**src/design/cea_pkg.sv**
```systemverilog
// Shared types and constants for the effective address unit.
// Holds word formats, result kinds and addressing mode codes; no dependencies.
package cea_pkg;

    typedef enum logic [1:0] {
        KIND_FINAL = 2'd0,
        KIND_REQ   = 2'd1,
        KIND_IMM   = 2'd2,
        KIND_ERR   = 2'd3
    } t_kind;

    localparam logic OP_COMPUTE = 1'b0;
    localparam logic OP_DATA    = 1'b1;

    localparam logic [4:0] MODE_ABS      = 5'd0;
    localparam logic [4:0] MODE_ABS_X    = 5'd1;
    localparam logic [4:0] MODE_ABS_Y    = 5'd2;
    localparam logic [4:0] MODE_LONG     = 5'd3;
    localparam logic [4:0] MODE_LONG_X   = 5'd4;
    localparam logic [4:0] MODE_ABS_IND  = 5'd5;
    localparam logic [4:0] MODE_ABS_XIND = 5'd6;
    localparam logic [4:0] MODE_DIR      = 5'd7;
    localparam logic [4:0] MODE_DIR_IND  = 5'd8;
    localparam logic [4:0] MODE_DIR_LIND = 5'd9;
    localparam logic [4:0] MODE_DIR_INDY = 5'd10;
    localparam logic [4:0] MODE_DIR_LINDY = 5'd11;
    localparam logic [4:0] MODE_DIR_X    = 5'd12;
    localparam logic [4:0] MODE_DIR_Y    = 5'd13;
    localparam logic [4:0] MODE_DIR_XIND = 5'd14;
    localparam logic [4:0] MODE_REL      = 5'd15;
    localparam logic [4:0] MODE_REL_LONG = 5'd16;
    localparam logic [4:0] MODE_STK      = 5'd17;
    localparam logic [4:0] MODE_STK_INDY = 5'd18;
    localparam logic [4:0] MODE_IMM      = 5'd19;

    localparam logic [1:0] BYTES_NONE = 2'd0;
    localparam logic [1:0] BYTES_WORD = 2'd2;
    localparam logic [1:0] BYTES_LONG = 2'd3;

    typedef struct packed {
        logic        op;
        logic [4:0]  mode;
        logic [23:0] operand;
        logic [15:0] prog_counter;
        logic [15:0] x_index;
        logic [15:0] y_index;
        logic [15:0] direct_page;
        logic [7:0]  data_bank;
        logic [15:0] stack_ptr;
        logic [23:0] read_data;
    } t_in_word;

    typedef struct packed {
        t_kind       kind;
        logic [23:0] address;
        logic [1:0]  read_bytes;
    } t_res_word;

    typedef struct packed {
        logic        valid;
        logic [4:0]  mode;
        logic [15:0] y;
        logic [7:0]  bank;
    } t_pend;

endpackage

```
**src/design/cea_if.sv**
```systemverilog
// Handshake channels of the effective address unit: input word and result word.
// Valid/ready with flat payload; no dependencies.
interface cea_in_if;
    logic        valid;
    logic        ready;
    logic        op;
    logic [4:0]  mode;
    logic [23:0] operand;
    logic [15:0] prog_counter;
    logic [15:0] x_index;
    logic [15:0] y_index;
    logic [15:0] direct_page;
    logic [7:0]  data_bank;
    logic [15:0] stack_ptr;
    logic [23:0] read_data;

    modport source (
        output valid, op, mode, operand, prog_counter, x_index, y_index,
               direct_page, data_bank, stack_ptr, read_data,
        input  ready
    );
    modport sink (
        input  valid, op, mode, operand, prog_counter, x_index, y_index,
               direct_page, data_bank, stack_ptr, read_data,
        output ready
    );
endinterface

interface cea_out_if;
    logic        valid;
    logic        ready;
    logic [1:0]  kind;
    logic [23:0] address;
    logic [1:0]  read_bytes;

    modport source (output valid, kind, address, read_bytes, input ready);
    modport sink (input valid, kind, address, read_bytes, output ready);
endinterface

```
**src/design/cea_calc.sv**
```systemverilog
// Combinational address calculation for one word plus next pending context.
// Depends on cea_pkg.
module cea_calc (
    input  cea_pkg::t_in_word  i_word,
    input  cea_pkg::t_pend     i_pend,
    output cea_pkg::t_res_word o_res,
    output cea_pkg::t_pend     o_pend
);

    logic [7:0]  op8;
    logic [15:0] op16;
    logic [23:0] babs;
    logic [15:0] dsum;
    logic [15:0] dsum_x;
    logic [15:0] sext8;
    logic [23:0] pbabs;

    assign op8    = i_word.operand[7:0];
    assign op16   = i_word.operand[15:0];
    assign babs   = {i_word.data_bank, op16};
    assign dsum   = i_word.direct_page + {8'h00, op8};
    assign dsum_x = dsum + i_word.x_index;
    assign sext8  = {{8{op8[7]}}, op8};
    assign pbabs  = {i_pend.bank, i_word.read_data[15:0]};

    always_comb begin
        o_res = '{kind: cea_pkg::KIND_FINAL, address: 24'h0,
                  read_bytes: cea_pkg::BYTES_NONE};
        o_pend = i_pend;
        if (i_word.op == cea_pkg::OP_DATA) begin
            if (!i_pend.valid) begin
                o_res.kind = cea_pkg::KIND_ERR;
            end else begin
                o_pend.valid = 1'b0;
                unique case (i_pend.mode) inside
                    cea_pkg::MODE_DIR_IND, cea_pkg::MODE_DIR_XIND: begin
                        o_res.address = pbabs;
                    end
                    cea_pkg::MODE_DIR_LIND: begin
                        o_res.address = i_word.read_data;
                    end
                    cea_pkg::MODE_DIR_INDY, cea_pkg::MODE_STK_INDY: begin
                        o_res.address = pbabs + {8'h00, i_pend.y};
                    end
                    cea_pkg::MODE_DIR_LINDY: begin
                        o_res.address = i_word.read_data + {8'h00, i_pend.y};
                    end
                    default: begin
                        o_res.address = {8'h00, i_word.read_data[15:0]};
                    end
                endcase
            end
        end else begin
            unique case (i_word.mode) inside
                cea_pkg::MODE_ABS: o_res.address = babs;
                cea_pkg::MODE_ABS_X: o_res.address = babs + {8'h00, i_word.x_index};
                cea_pkg::MODE_ABS_Y: o_res.address = babs + {8'h00, i_word.y_index};
                cea_pkg::MODE_LONG: o_res.address = i_word.operand;
                cea_pkg::MODE_LONG_X: begin
                    o_res.address = i_word.operand + {8'h00, i_word.x_index};
                end
                cea_pkg::MODE_DIR: o_res.address = {8'h00, dsum};
                cea_pkg::MODE_DIR_X: o_res.address = {8'h00, dsum_x};
                cea_pkg::MODE_DIR_Y: begin
                    o_res.address = {8'h00, 16'(dsum + i_word.y_index)};
                end
                cea_pkg::MODE_REL: begin
                    o_res.address = {8'h00, 16'(i_word.prog_counter + sext8)};
                end
                cea_pkg::MODE_REL_LONG: begin
                    o_res.address = {8'h00, 16'(i_word.prog_counter + op16)};
                end
                cea_pkg::MODE_STK: begin
                    o_res.address = {8'h00, 16'(i_word.stack_ptr + {8'h00, op8})};
                end
                cea_pkg::MODE_IMM: begin
                    o_res.kind    = cea_pkg::KIND_IMM;
                    o_res.address = {8'h00, op16};
                end
                cea_pkg::MODE_ABS_IND, cea_pkg::MODE_ABS_XIND,
                cea_pkg::MODE_DIR_IND, cea_pkg::MODE_DIR_LIND,
                cea_pkg::MODE_DIR_INDY, cea_pkg::MODE_DIR_LINDY,
                cea_pkg::MODE_DIR_XIND, cea_pkg::MODE_STK_INDY: begin
                    o_res.kind       = cea_pkg::KIND_REQ;
                    o_res.read_bytes = cea_pkg::BYTES_WORD;
                    o_pend = '{valid: 1'b1, mode: i_word.mode,
                               y: i_word.y_index, bank: i_word.data_bank};
                    case (i_word.mode) inside
                        cea_pkg::MODE_ABS_IND: o_res.address = {8'h00, op16};
                        cea_pkg::MODE_ABS_XIND: begin
                            o_res.address = {8'h00, 16'(op16 + i_word.x_index)};
                        end
                        cea_pkg::MODE_DIR_XIND: o_res.address = {8'h00, dsum_x};
                        cea_pkg::MODE_STK_INDY: begin
                            o_res.address =
                                {8'h00, 16'(i_word.stack_ptr + {8'h00, op8})};
                        end
                        cea_pkg::MODE_DIR_LIND, cea_pkg::MODE_DIR_LINDY: begin
                            o_res.address    = {8'h00, dsum};
                            o_res.read_bytes = cea_pkg::BYTES_LONG;
                        end
                        default: o_res.address = {8'h00, dsum};
                    endcase
                end
                default: o_res.kind = cea_pkg::KIND_ERR;
            endcase
        end
    end

endmodule

```
**src/design/cpu_effective_address_unit.sv**
```systemverilog
// Channel   Dir  Payload
// i_in      in   op, mode, operand, registers, read_data
// o_out     out  kind, address, read_bytes
//
// One word per cycle while the output drains; results leave in the order their words are accepted.
// Input register feeds cea_calc, result lands in the output register.
// Pending pointer context updates as a word moves into the output register.
// Synchronous active-low reset clears valids and the pending context.
// A stalled output holds its word; the input register keeps taking words
// as long as the output register drains.
// Depends on cea_pkg, cea_if, cea_calc.
module cpu_effective_address_unit (
    input  logic        i_clk,
    input  logic        i_rst_n,
    cea_in_if.sink      i_in,
    cea_out_if.source   o_out
);

    logic                r_s1_vld;
    cea_pkg::t_in_word   r_s1;
    logic                r_out_vld;
    cea_pkg::t_res_word  r_out;
    cea_pkg::t_pend      r_pend;
    cea_pkg::t_res_word  n_out;
    cea_pkg::t_pend      n_pend;
    logic                s1_adv;
    logic                in_acc;

    assign s1_adv     = r_s1_vld && (!r_out_vld || o_out.ready);
    assign i_in.ready = !r_s1_vld || s1_adv;
    assign in_acc     = i_in.valid && i_in.ready;

    cea_calc u_calc (
        .i_word (r_s1),
        .i_pend (r_pend),
        .o_res  (n_out),
        .o_pend (n_pend)
    );

    always_ff @(posedge i_clk) begin
        if (!i_rst_n) begin
            r_s1_vld  <= 1'b0;
            r_out_vld <= 1'b0;
            r_pend    <= '0;
        end else begin
            if (in_acc) begin
                r_s1_vld <= 1'b1;
            end else if (s1_adv) begin
                r_s1_vld <= 1'b0;
            end
            if (s1_adv) begin
                r_out_vld <= 1'b1;
                r_pend    <= n_pend;
            end else if (o_out.ready) begin
                r_out_vld <= 1'b0;
            end
        end
    end

    always_ff @(posedge i_clk) begin
        if (in_acc) begin
            r_s1 <= '{op: i_in.op, mode: i_in.mode, operand: i_in.operand,
                      prog_counter: i_in.prog_counter, x_index: i_in.x_index,
                      y_index: i_in.y_index, direct_page: i_in.direct_page,
                      data_bank: i_in.data_bank, stack_ptr: i_in.stack_ptr,
                      read_data: i_in.read_data};
        end
        if (s1_adv) begin
            r_out <= n_out;
        end
    end

    assign o_out.valid      = r_out_vld;
    assign o_out.kind       = r_out.kind;
    assign o_out.address    = r_out.address;
    assign o_out.read_bytes = r_out.read_bytes;

`ifndef SYNTHESIS
    a_req_sets_pend: assert property (@(posedge i_clk) disable iff (!i_rst_n)
        s1_adv && n_out.kind == cea_pkg::KIND_REQ |=> r_pend.valid)
        else $error("pointer request did not leave context pending");

    a_data_clears_pend: assert property (@(posedge i_clk) disable iff (!i_rst_n)
        s1_adv && r_s1.op == cea_pkg::OP_DATA |=> !r_pend.valid)
        else $error("data word left context pending");

    a_bytes_only_req: assert property (@(posedge i_clk) disable iff (!i_rst_n)
        r_out_vld && r_out.kind != cea_pkg::KIND_REQ |->
        r_out.read_bytes == cea_pkg::BYTES_NONE)
        else $error("read byte count on a non-request result");

    a_err_zero: assert property (@(posedge i_clk) disable iff (!i_rst_n)
        r_out_vld && r_out.kind == cea_pkg::KIND_ERR |-> r_out.address == 24'h0)
        else $error("error result with nonzero address");
`endif

endmodule

```
**src/flat_wrapper.sv**
```systemverilog
// flat-port wrapper written by rule: the top's interface ports become plain ports
module cpu_effective_address_unit_flat 
  (i_clk, i_rst_n, i_in_valid, i_in_op, i_in_mode, i_in_operand, i_in_prog_counter, i_in_x_index, i_in_y_index, i_in_direct_page, i_in_data_bank, i_in_stack_ptr, i_in_read_data, i_in_ready, o_out_valid, o_out_kind, o_out_address, o_out_read_bytes, o_out_ready);
  cea_in_if i_in_i ();
  cea_out_if o_out_i ();
  input  logic i_clk;
  input  logic i_rst_n;
  input wire logic [$bits(i_in_i.valid)-1:0] i_in_valid;
  input wire logic [$bits(i_in_i.op)-1:0] i_in_op;
  input wire logic [$bits(i_in_i.mode)-1:0] i_in_mode;
  input wire logic [$bits(i_in_i.operand)-1:0] i_in_operand;
  input wire logic [$bits(i_in_i.prog_counter)-1:0] i_in_prog_counter;
  input wire logic [$bits(i_in_i.x_index)-1:0] i_in_x_index;
  input wire logic [$bits(i_in_i.y_index)-1:0] i_in_y_index;
  input wire logic [$bits(i_in_i.direct_page)-1:0] i_in_direct_page;
  input wire logic [$bits(i_in_i.data_bank)-1:0] i_in_data_bank;
  input wire logic [$bits(i_in_i.stack_ptr)-1:0] i_in_stack_ptr;
  input wire logic [$bits(i_in_i.read_data)-1:0] i_in_read_data;
  output wire logic [$bits(i_in_i.ready)-1:0] i_in_ready;
  output wire logic [$bits(o_out_i.valid)-1:0] o_out_valid;
  output wire logic [$bits(o_out_i.kind)-1:0] o_out_kind;
  output wire logic [$bits(o_out_i.address)-1:0] o_out_address;
  output wire logic [$bits(o_out_i.read_bytes)-1:0] o_out_read_bytes;
  input wire logic [$bits(o_out_i.ready)-1:0] o_out_ready;
  assign i_in_i.valid = i_in_valid;
  assign i_in_i.op = i_in_op;
  assign i_in_i.mode = i_in_mode;
  assign i_in_i.operand = i_in_operand;
  assign i_in_i.prog_counter = i_in_prog_counter;
  assign i_in_i.x_index = i_in_x_index;
  assign i_in_i.y_index = i_in_y_index;
  assign i_in_i.direct_page = i_in_direct_page;
  assign i_in_i.data_bank = i_in_data_bank;
  assign i_in_i.stack_ptr = i_in_stack_ptr;
  assign i_in_i.read_data = i_in_read_data;
  assign i_in_ready = i_in_i.ready;
  assign o_out_valid = o_out_i.valid;
  assign o_out_kind = o_out_i.kind;
  assign o_out_address = o_out_i.address;
  assign o_out_read_bytes = o_out_i.read_bytes;
  assign o_out_i.ready = o_out_ready;
  cpu_effective_address_unit u_core (.i_clk(i_clk), .i_rst_n(i_rst_n), .i_in(i_in_i), .o_out(o_out_i));
endmodule
```
**config.mk**
```make
export PLATFORM = sky130hd
export DESIGN_NAME = cpu_effective_address_unit_flat
export DESIGN_NICKNAME = d
export VERILOG_FILES = /design/src/design/cea_pkg.sv /design/src/design/cea_if.sv /design/src/design/cea_calc.sv /design/src/design/cpu_effective_address_unit.sv /design/src/flat_wrapper.sv
export SDC_FILE = /design/constraint.sdc
export NUM_CORES = 1
export LEC_CHECK = 0
export BUFFER_PORTS_ARGS = -buffer_cell sky130_fd_sc_hd__clkbuf_2
export CORE_MARGIN = 2
export CORE_UTILIZATION = 28
export DETAILED_ROUTE_END_ITERATION = 16
export PLACE_DENSITY_LB_ADDON = 0.05
export SYNTH_ARGS = -nofsm -noshare
export SYNTH_HDL_FRONTEND = slang
export SYNTH_SLANG_ARGS = --single-unit
```
**constraint.sdc**
```tcl
create_clock -name i_clk -period 4.7 [get_ports i_clk]
set_clock_uncertainty 0.05 [all_clocks]
set_input_delay 0.47 -clock i_clk [delete_from_list [all_inputs] [get_ports i_clk]]
set_output_delay 0.47 -clock i_clk [all_outputs]
set_load 0.02 [all_outputs]
```
* Word-level counts from Yosys, hierarchy flattened
Index checks and enable logic that the tools add are counted.
** Storage, ports and cells
- Bits in registers :: 202
- Bits in latches :: 0
- Memory bits (writable) :: 0
- Bits in read-only memories :: 0
- Bits of input ports :: 146
- Output and inout bits :: 30
- Logic and storage cells :: 95
- Memories kept :: 0
** Cells by class
- $add $sub $neg :: 12
- Multipliers :: 0
- Divide/modulo/power cells :: 0
- Magnitude comparators :: 0
- Equality and inequality tests :: 25
- Shift operators :: 0
- Muxes and demuxes :: 17
- Bitwise gates (word level) :: 2
- Reduce and logical (&&, ||, !) cells :: 19
** Operators with widths (count)
- $pmux 24 s13 :: 1
- $add 24x16->24 :: 5
- $pmux 24 s4 :: 1
- $add 16x16->16 :: 5
- $eq 5x4->1 const B :: 13
- $mux 16 :: 4
- $add 16x8->16 :: 2
- $mux 30 :: 1
- $mux 26 :: 1
- $eq 5x5->1 const B :: 5
- $mux 24 :: 1
- $eq 5x3->1 const B :: 4
- $reduce_or 11->1 :: 1
- $eq 5x2->1 const B :: 2
- $reduce_or 2->1 :: 4
- $reduce_or 8->1 :: 1
- $mux 1 :: 6
- $pmux 2 s3 :: 1
- $reduce_bool 2->1 :: 3
- $reduce_or 6->1 :: 1
- $eq 5x1->1 const B :: 1
- $logic_not 5->1 :: 1
- $reduce_and 3->1 :: 1
- $logic_and 1x1->1 :: 2
- 5 further kinds :: 8

* Depth between registers and ports, before layout
- Word-level depth :: 7
- Mapped depth :: 20
- Gate-level depth less buffers :: 20

* Modules after synthesis
Synthesis repeated with hierarchy kept, for this count alone.
** Unflattened totals
- Cells, all modules :: 1568
- Area total of the unflattened synthesis :: 15000.6 µm²
** By module, submodules not included
- cea_calc :: times used 1, cells each 1258, area an instance 8577.0 µm², seq. area each 0.0 µm²
- cpu_effective_address_unit :: times used 1, cells each 310, area an instance 6423.7 µm², seq. area each 5745.5 µm²

* Worst setup path before layout
No wires, ideal clock.
- Path type :: register to register
- Start :: register u_core.r_out_vld, in the netlist u_core.o_out.valid
- End :: register u_core.r_s1[0] (netlist bit) (enable)
- Arrival time :: 4032 ps
- Required time :: 4132 ps
- Path slack :: 100 ps
- Stages on the path, launching flop included :: 4
- Buffers on the path :: 0
- Clock period less this slack :: 4600 ps
- Cells stage by stage :: dfxtp_1 -> nor2b_1 -> nand2_1 -> and2_1
** On the way
- Cells in the longest elaborated chain, start to end :: 5
** RTL lines
- start: declaration :: RTL line cpu_effective_address_unit.sv:21 : logic r_out_vld;
- start signal: assignment :: RTL line cpu_effective_address_unit.sv:43 : r_out_vld <= 1'b0;
- start signal: assignment :: RTL line cpu_effective_address_unit.sv:52 : r_out_vld <= 1'b1;
- start signal: assignment :: RTL line cpu_effective_address_unit.sv:55 : r_out_vld <= 1'b0;
- $logic_not 1->1 :: RTL line cpu_effective_address_unit.sv:29 : assign s1_adv = r_s1_vld && (!r_out_vld || o_out.ready);
- $logic_or 1x1->1 :: RTL line cpu_effective_address_unit.sv:29
- $logic_and 1x1->1 :: RTL line cpu_effective_address_unit.sv:29
- $logic_or 1x1->1 :: RTL line cpu_effective_address_unit.sv:30 : assign i_in.ready = !r_s1_vld || s1_adv;
- via i_in_ready :: RTL line flat_wrapper.sv:19 : output wire logic [$bits(i_in_i.ready)-1:0] i_in_ready;
- $logic_and 1x1->1 :: RTL line cpu_effective_address_unit.sv:31 : assign in_acc = i_in.valid && i_in.ready;
- via u_core.in_acc :: RTL line cpu_effective_address_unit.sv:27 : logic in_acc;
- end signal: assignment :: RTL line cpu_effective_address_unit.sv:62 : r_s1 <= '{op: i_in.op, mode: i_in.mode, operand: i_in.operand,
- end: declaration :: RTL line cpu_effective_address_unit.sv:20 : cea_pkg::t_in_word r_s1;
The timed path passes the listed nets, and every way through them passes these cells.
A chain may end at the register's enable or synchronous reset.

==> results by group <==
Synth
  • Area contributors post-synth: edfxtp_1 (36%), ha_1 (9.8%), dfxtp_1 (4.5%)
  • Yosys top cell area share: 36.0%
  • Cell variety after synth: 77
  • Synth Instances: 1,457
  • Warnings from Yosys: 0
  • Number of synthesized flops with an enable pin: 170
  • Top_reg_cell synth: edfxtp_1
  • Synth Cell Area: 14,200 um^2
  • Async set-reset flop share out of synthesis: 0%
  • Synth area leader: edfxtp_1
  • Syn_nets: 1,722
  • Mapped Avg Cell Area: 9.72 um^2
  • Post-synthesis sequential area ratio: 40.6%
  • Synth Register Bits: 202

CTS
  • Hold Buf Count CTS: 0
  • CTS tree: done
  • CTS clock-pin slew for the worst setup and hold paths: 0.06 ns
  • Clock sinks: 202
  • Clock Latency Late Sink: 0.55 ns
  • CTS buffer count: 25
  • Clock root buffer master: clkbuf_16
  • Post-CTS sizing: 0
  • CTS Buffer Depth: 3
  • Post-CTS Setup Bufs: 0
  • H-tree depth: 1

Power and ir drop
  • Combinational share of power: 25.1%
  • Pwr dens: 321 nW/um^2
  • Flop pwr share: 39.4%
  • Clock network power share: 35.5%
  • P_int: 0.00371 W
  • Net Sw Frac: 31.9%
  • Leakage: 6.66 nW
  • Total power: 0.00544 W
  • Switch Pwr: 0.00173 W
  • Worst vdd ir: 0.244 mV

Worst setup path
  • Arrival time worst endpoint: 4.71 ns
  • Worst path required time: 4.94 ns
  • Critical-path top delay cell: or3_1
  • Most Frequent Cell on Critical Path: o21ai_0
  • Max incr delay on CP: 0.41 ns
  • Worst R2R Start: u_core.r_s1[116]
  • Critical path fanouts, max: 5
  • CP Class: reg -> reg
  • R2r worst-path depth: 17
  • Critical path endpoint category: register
  • Reg-to-Reg End: u_core.o_out.address[12]
  • Critical path cell sequence: ha_1 > a21o_1 > a21oi_4 > nand2_1 > a21oi_1 > xor2_1 > inv_1 > ha_1 > or3_1 > o21ai_0 > a21oi_1 > a2111oi_2 > nor3_1 > xor2_1 > o21ai_0 > o21ai_0 > or3_1
  • Worst setup SP type: register
  • Worst reg-to-reg setup slack: 0.23 ns

Drt
  • Routed Antenna Nets: 0
  • Via count: 12.5k
  • Post-Route WL: 52.0 mm
  • Initial DRC count: 1,014
  • First-pass detailed-route iteration total: 6
  • Routed WL per cell: 22.1 um
  • Mean number of vias per cell: 5.30
  • Residual DRC count: 0

Global route
  • Largest net degree at the start of global routing: 88
  • Initial antenna violation count: 0
  • First-pass GRT wire length: 77.4 mm
  • GRT Resource Usage Total: 19.5%
  • Number of global-route vias before repair: 12.2k
  • GR Overflow Total: 0

Timing
  • Final setup TNS: 0 ns
  • Final Cycle Share: 95.1%
  • Final count of negative-setup-slack endpoints: 0
  • Max Slew Vio Count: 0
  • Final Hold Viols: 0
  • Crit path time final: 4.47 ns
  • Actual slew at the worst max-slew pin: 1.03 ns
  • Max_slew headroom: 31.4%
  • Fmax: 224 MHz

Flow run
  • MaxCap Viol Count: 0

Die
  • Top-level I/O count: 176
  • Initial Util: 28.3%
  • Die width: 229 um
  • Core area: 50,100 um^2
  • Site Rows: 82
  • Die Area: 52,400 um^2
  • Die Y-Extent: 229 um

Min path
  • Type of the most critical hold path: in -> reg
  • Hold_sp: i_in_stack_ptr[3]
  • Hold Path Depth: 1
  • Worst hold path endpoint: u_core.r_s1[27]

Run status
  • Status: complete, no violations

Place
  • RePlAce Congestion: 0.898
  • IO buf count: 175
  • DP Cell Count: 2,308
  • Final HPWL DP: 41.5 mm

Layout
  • Non-filler cells, final: 2,354
  • # fillers: 5,261
  • Final #Nets: 1,928
  • Reg area: 5750 um^2
  • Share of cells above drive strength 1: 17.7%
  • Diodes inserted: 0
  • Area grow syn2layout: 19.7%
  • Multi-input logic area: 8220 um^2
per-layer routing:
layer	track usage, %	up-vias	routed length (um)
li1	-	5996	-
met1	28.7	6036	25600
met2	30.3	390	22600
met3	2.62	54	2690
met4	4.10	0	1150
met5	0	-	0
flip-flops by register name (all words and copies together), names as in the netlist:
signal                   flops
u_core.r_pend               30
u_core.o_out.read_bytes      2
u_core.r_s1_vld              1
u_core.o_out.kind            2
u_core.r_s1                142
u_core.o_out.address        24
u_core.o_out.valid           1
cell usage in the layout (no fill, tap or decap), types with 8 or more instances in the layout:
master       n
clkbuf_2   175
edfxtp_1   170
nand2_1    158
ha_1       111
nor2_1     102
a21oi_1     94
o21ai_0     94
xor2_1      63
xnor2_1     56
buf_4       47
a21o_1      38
nand3_1     38
nor3_1      36
a21boi_0    32
dfxtp_1     32
a211oi_1    29
o22ai_1     25
clkbuf_16   25
o21a_1      24
and3_1      23
inv_1       22
a22oi_1     21
nor2b_1     19
a31oi_1     18
o211ai_1    15
mux2i_1     14
a221oi_1    13
o221ai_1    12
nand2b_1     9
a222oi_1     9
nand4_1      9
or3_1        9
o31ai_1      8
o21bai_1     8
fa_1         8
worst max-delay path by stage:
stage	startpoint	to	slack, ns	depth (start not counted)
6_report	u_core.r_s1[116]	u_core.o_out.address[12]	0.23	17
5_1_grt	u_core.r_s1[116]	u_core.o_out.address[12]	-0.02	17
4_1_cts	u_core.r_s1[116]	u_core.o_out.address[12]	0.19	17
3_3_place_gp	u_core.r_s1[112]	u_core.o_out.address[5]	0.28	15
3_5_place_dp	u_core.r_s1[116]	u_core.o_out.address[12]	0.24	17
2_1_floorplan	u_core.o_out.valid	u_core.r_s1[0]	0.10	3
worst max-delay path: cells and delay by family (launching register included):
| family | cells | cell delay, ns |
|---|---|---|
| buf+inv | 1 | 0.15 |
| xor+xnor | 2 | 0.45 |
| flops | 1 | 0.39 |
| simple gates | 4 | 0.98 |
| fa+ha+maj | 2 | 0.72 |
| compound gates | 8 | 1.46 |
logic make-up (layout without fill, tap and decap cells):
kind of cell               Yosys count  count (layout)  share of synthesized area [%]
and+or+nand+nor                    446             446                           14.9
AOI/OAI and AO/OA                  485             485                           23.0
muxes                               17              17                           1.25
adders and majority gates          119             119                           10.9
DFF                                202             202                           40.6
buffers and inverters               66             291                           1.81
xor gates and xnor gates           122             122                           7.60
area by class of cell:
type / count / share of cell area, %
clock buffer: 28 / 3.81
clock inverter: 18 / 1.03
inverter: 22 / 0.487
multi-input combinational: 1189 / 48.5
sequential: 202 / 33.9
tap: 672 / 4.96
timing repair buffer: 223 / 7.36
power by group through the flow:
| stage | registers (W) | logic [W] | clock network, W |
|---|---|---|---|
| final | 0.00214 | 0.00136 | 0.00193 |
| after global routing | 0.00215 | 0.00151 | 0.00206 |
| after CTS | 0.00214 | 0.00135 | 0.00201 |
| after detailed placement | 0.00218 | 0.00134 | 0 |
| after global placement | 0.00218 | 0.00134 | 0 |
| after floorplan | 0.00216 | 0.000879 | 0 |
metrics by stage:
stage	hold WS, ns	worst slack (ns)	instance area [um^2]	util [%]
floorplan	0.398	0.100	14200	-
global placement	0.413	0.276	16100	32.2
detailed placement	0.420	0.236	16100	32.2
CTS	0.00952	0.189	16900	33.8
global route	0.0176	-0.0197	17000	33.9
finish	0.0432	0.229	17000	33.9
cell usage after synthesis, types with 15 or more instances:
cell / n
a211oi_1: 29
o21a_1: 24
clkbuf_1: 36
nor2b_1: 20
dfxtp_1: 32
nor2_1: 102
ha_1: 111
nor3_1: 36
a21o_1: 38
xor2_1: 64
o22ai_1: 25
xnor2_1: 57
a22oi_1: 21
a21boi_0: 32
nand3_1: 38
nand2_1: 158
o211ai_1: 15
o21ai_0: 94
and3_1: 23
a31oi_1: 18
edfxtp_1: 170
inv_1: 22
a21oi_1: 94
(Power assumes the default switching activity.)
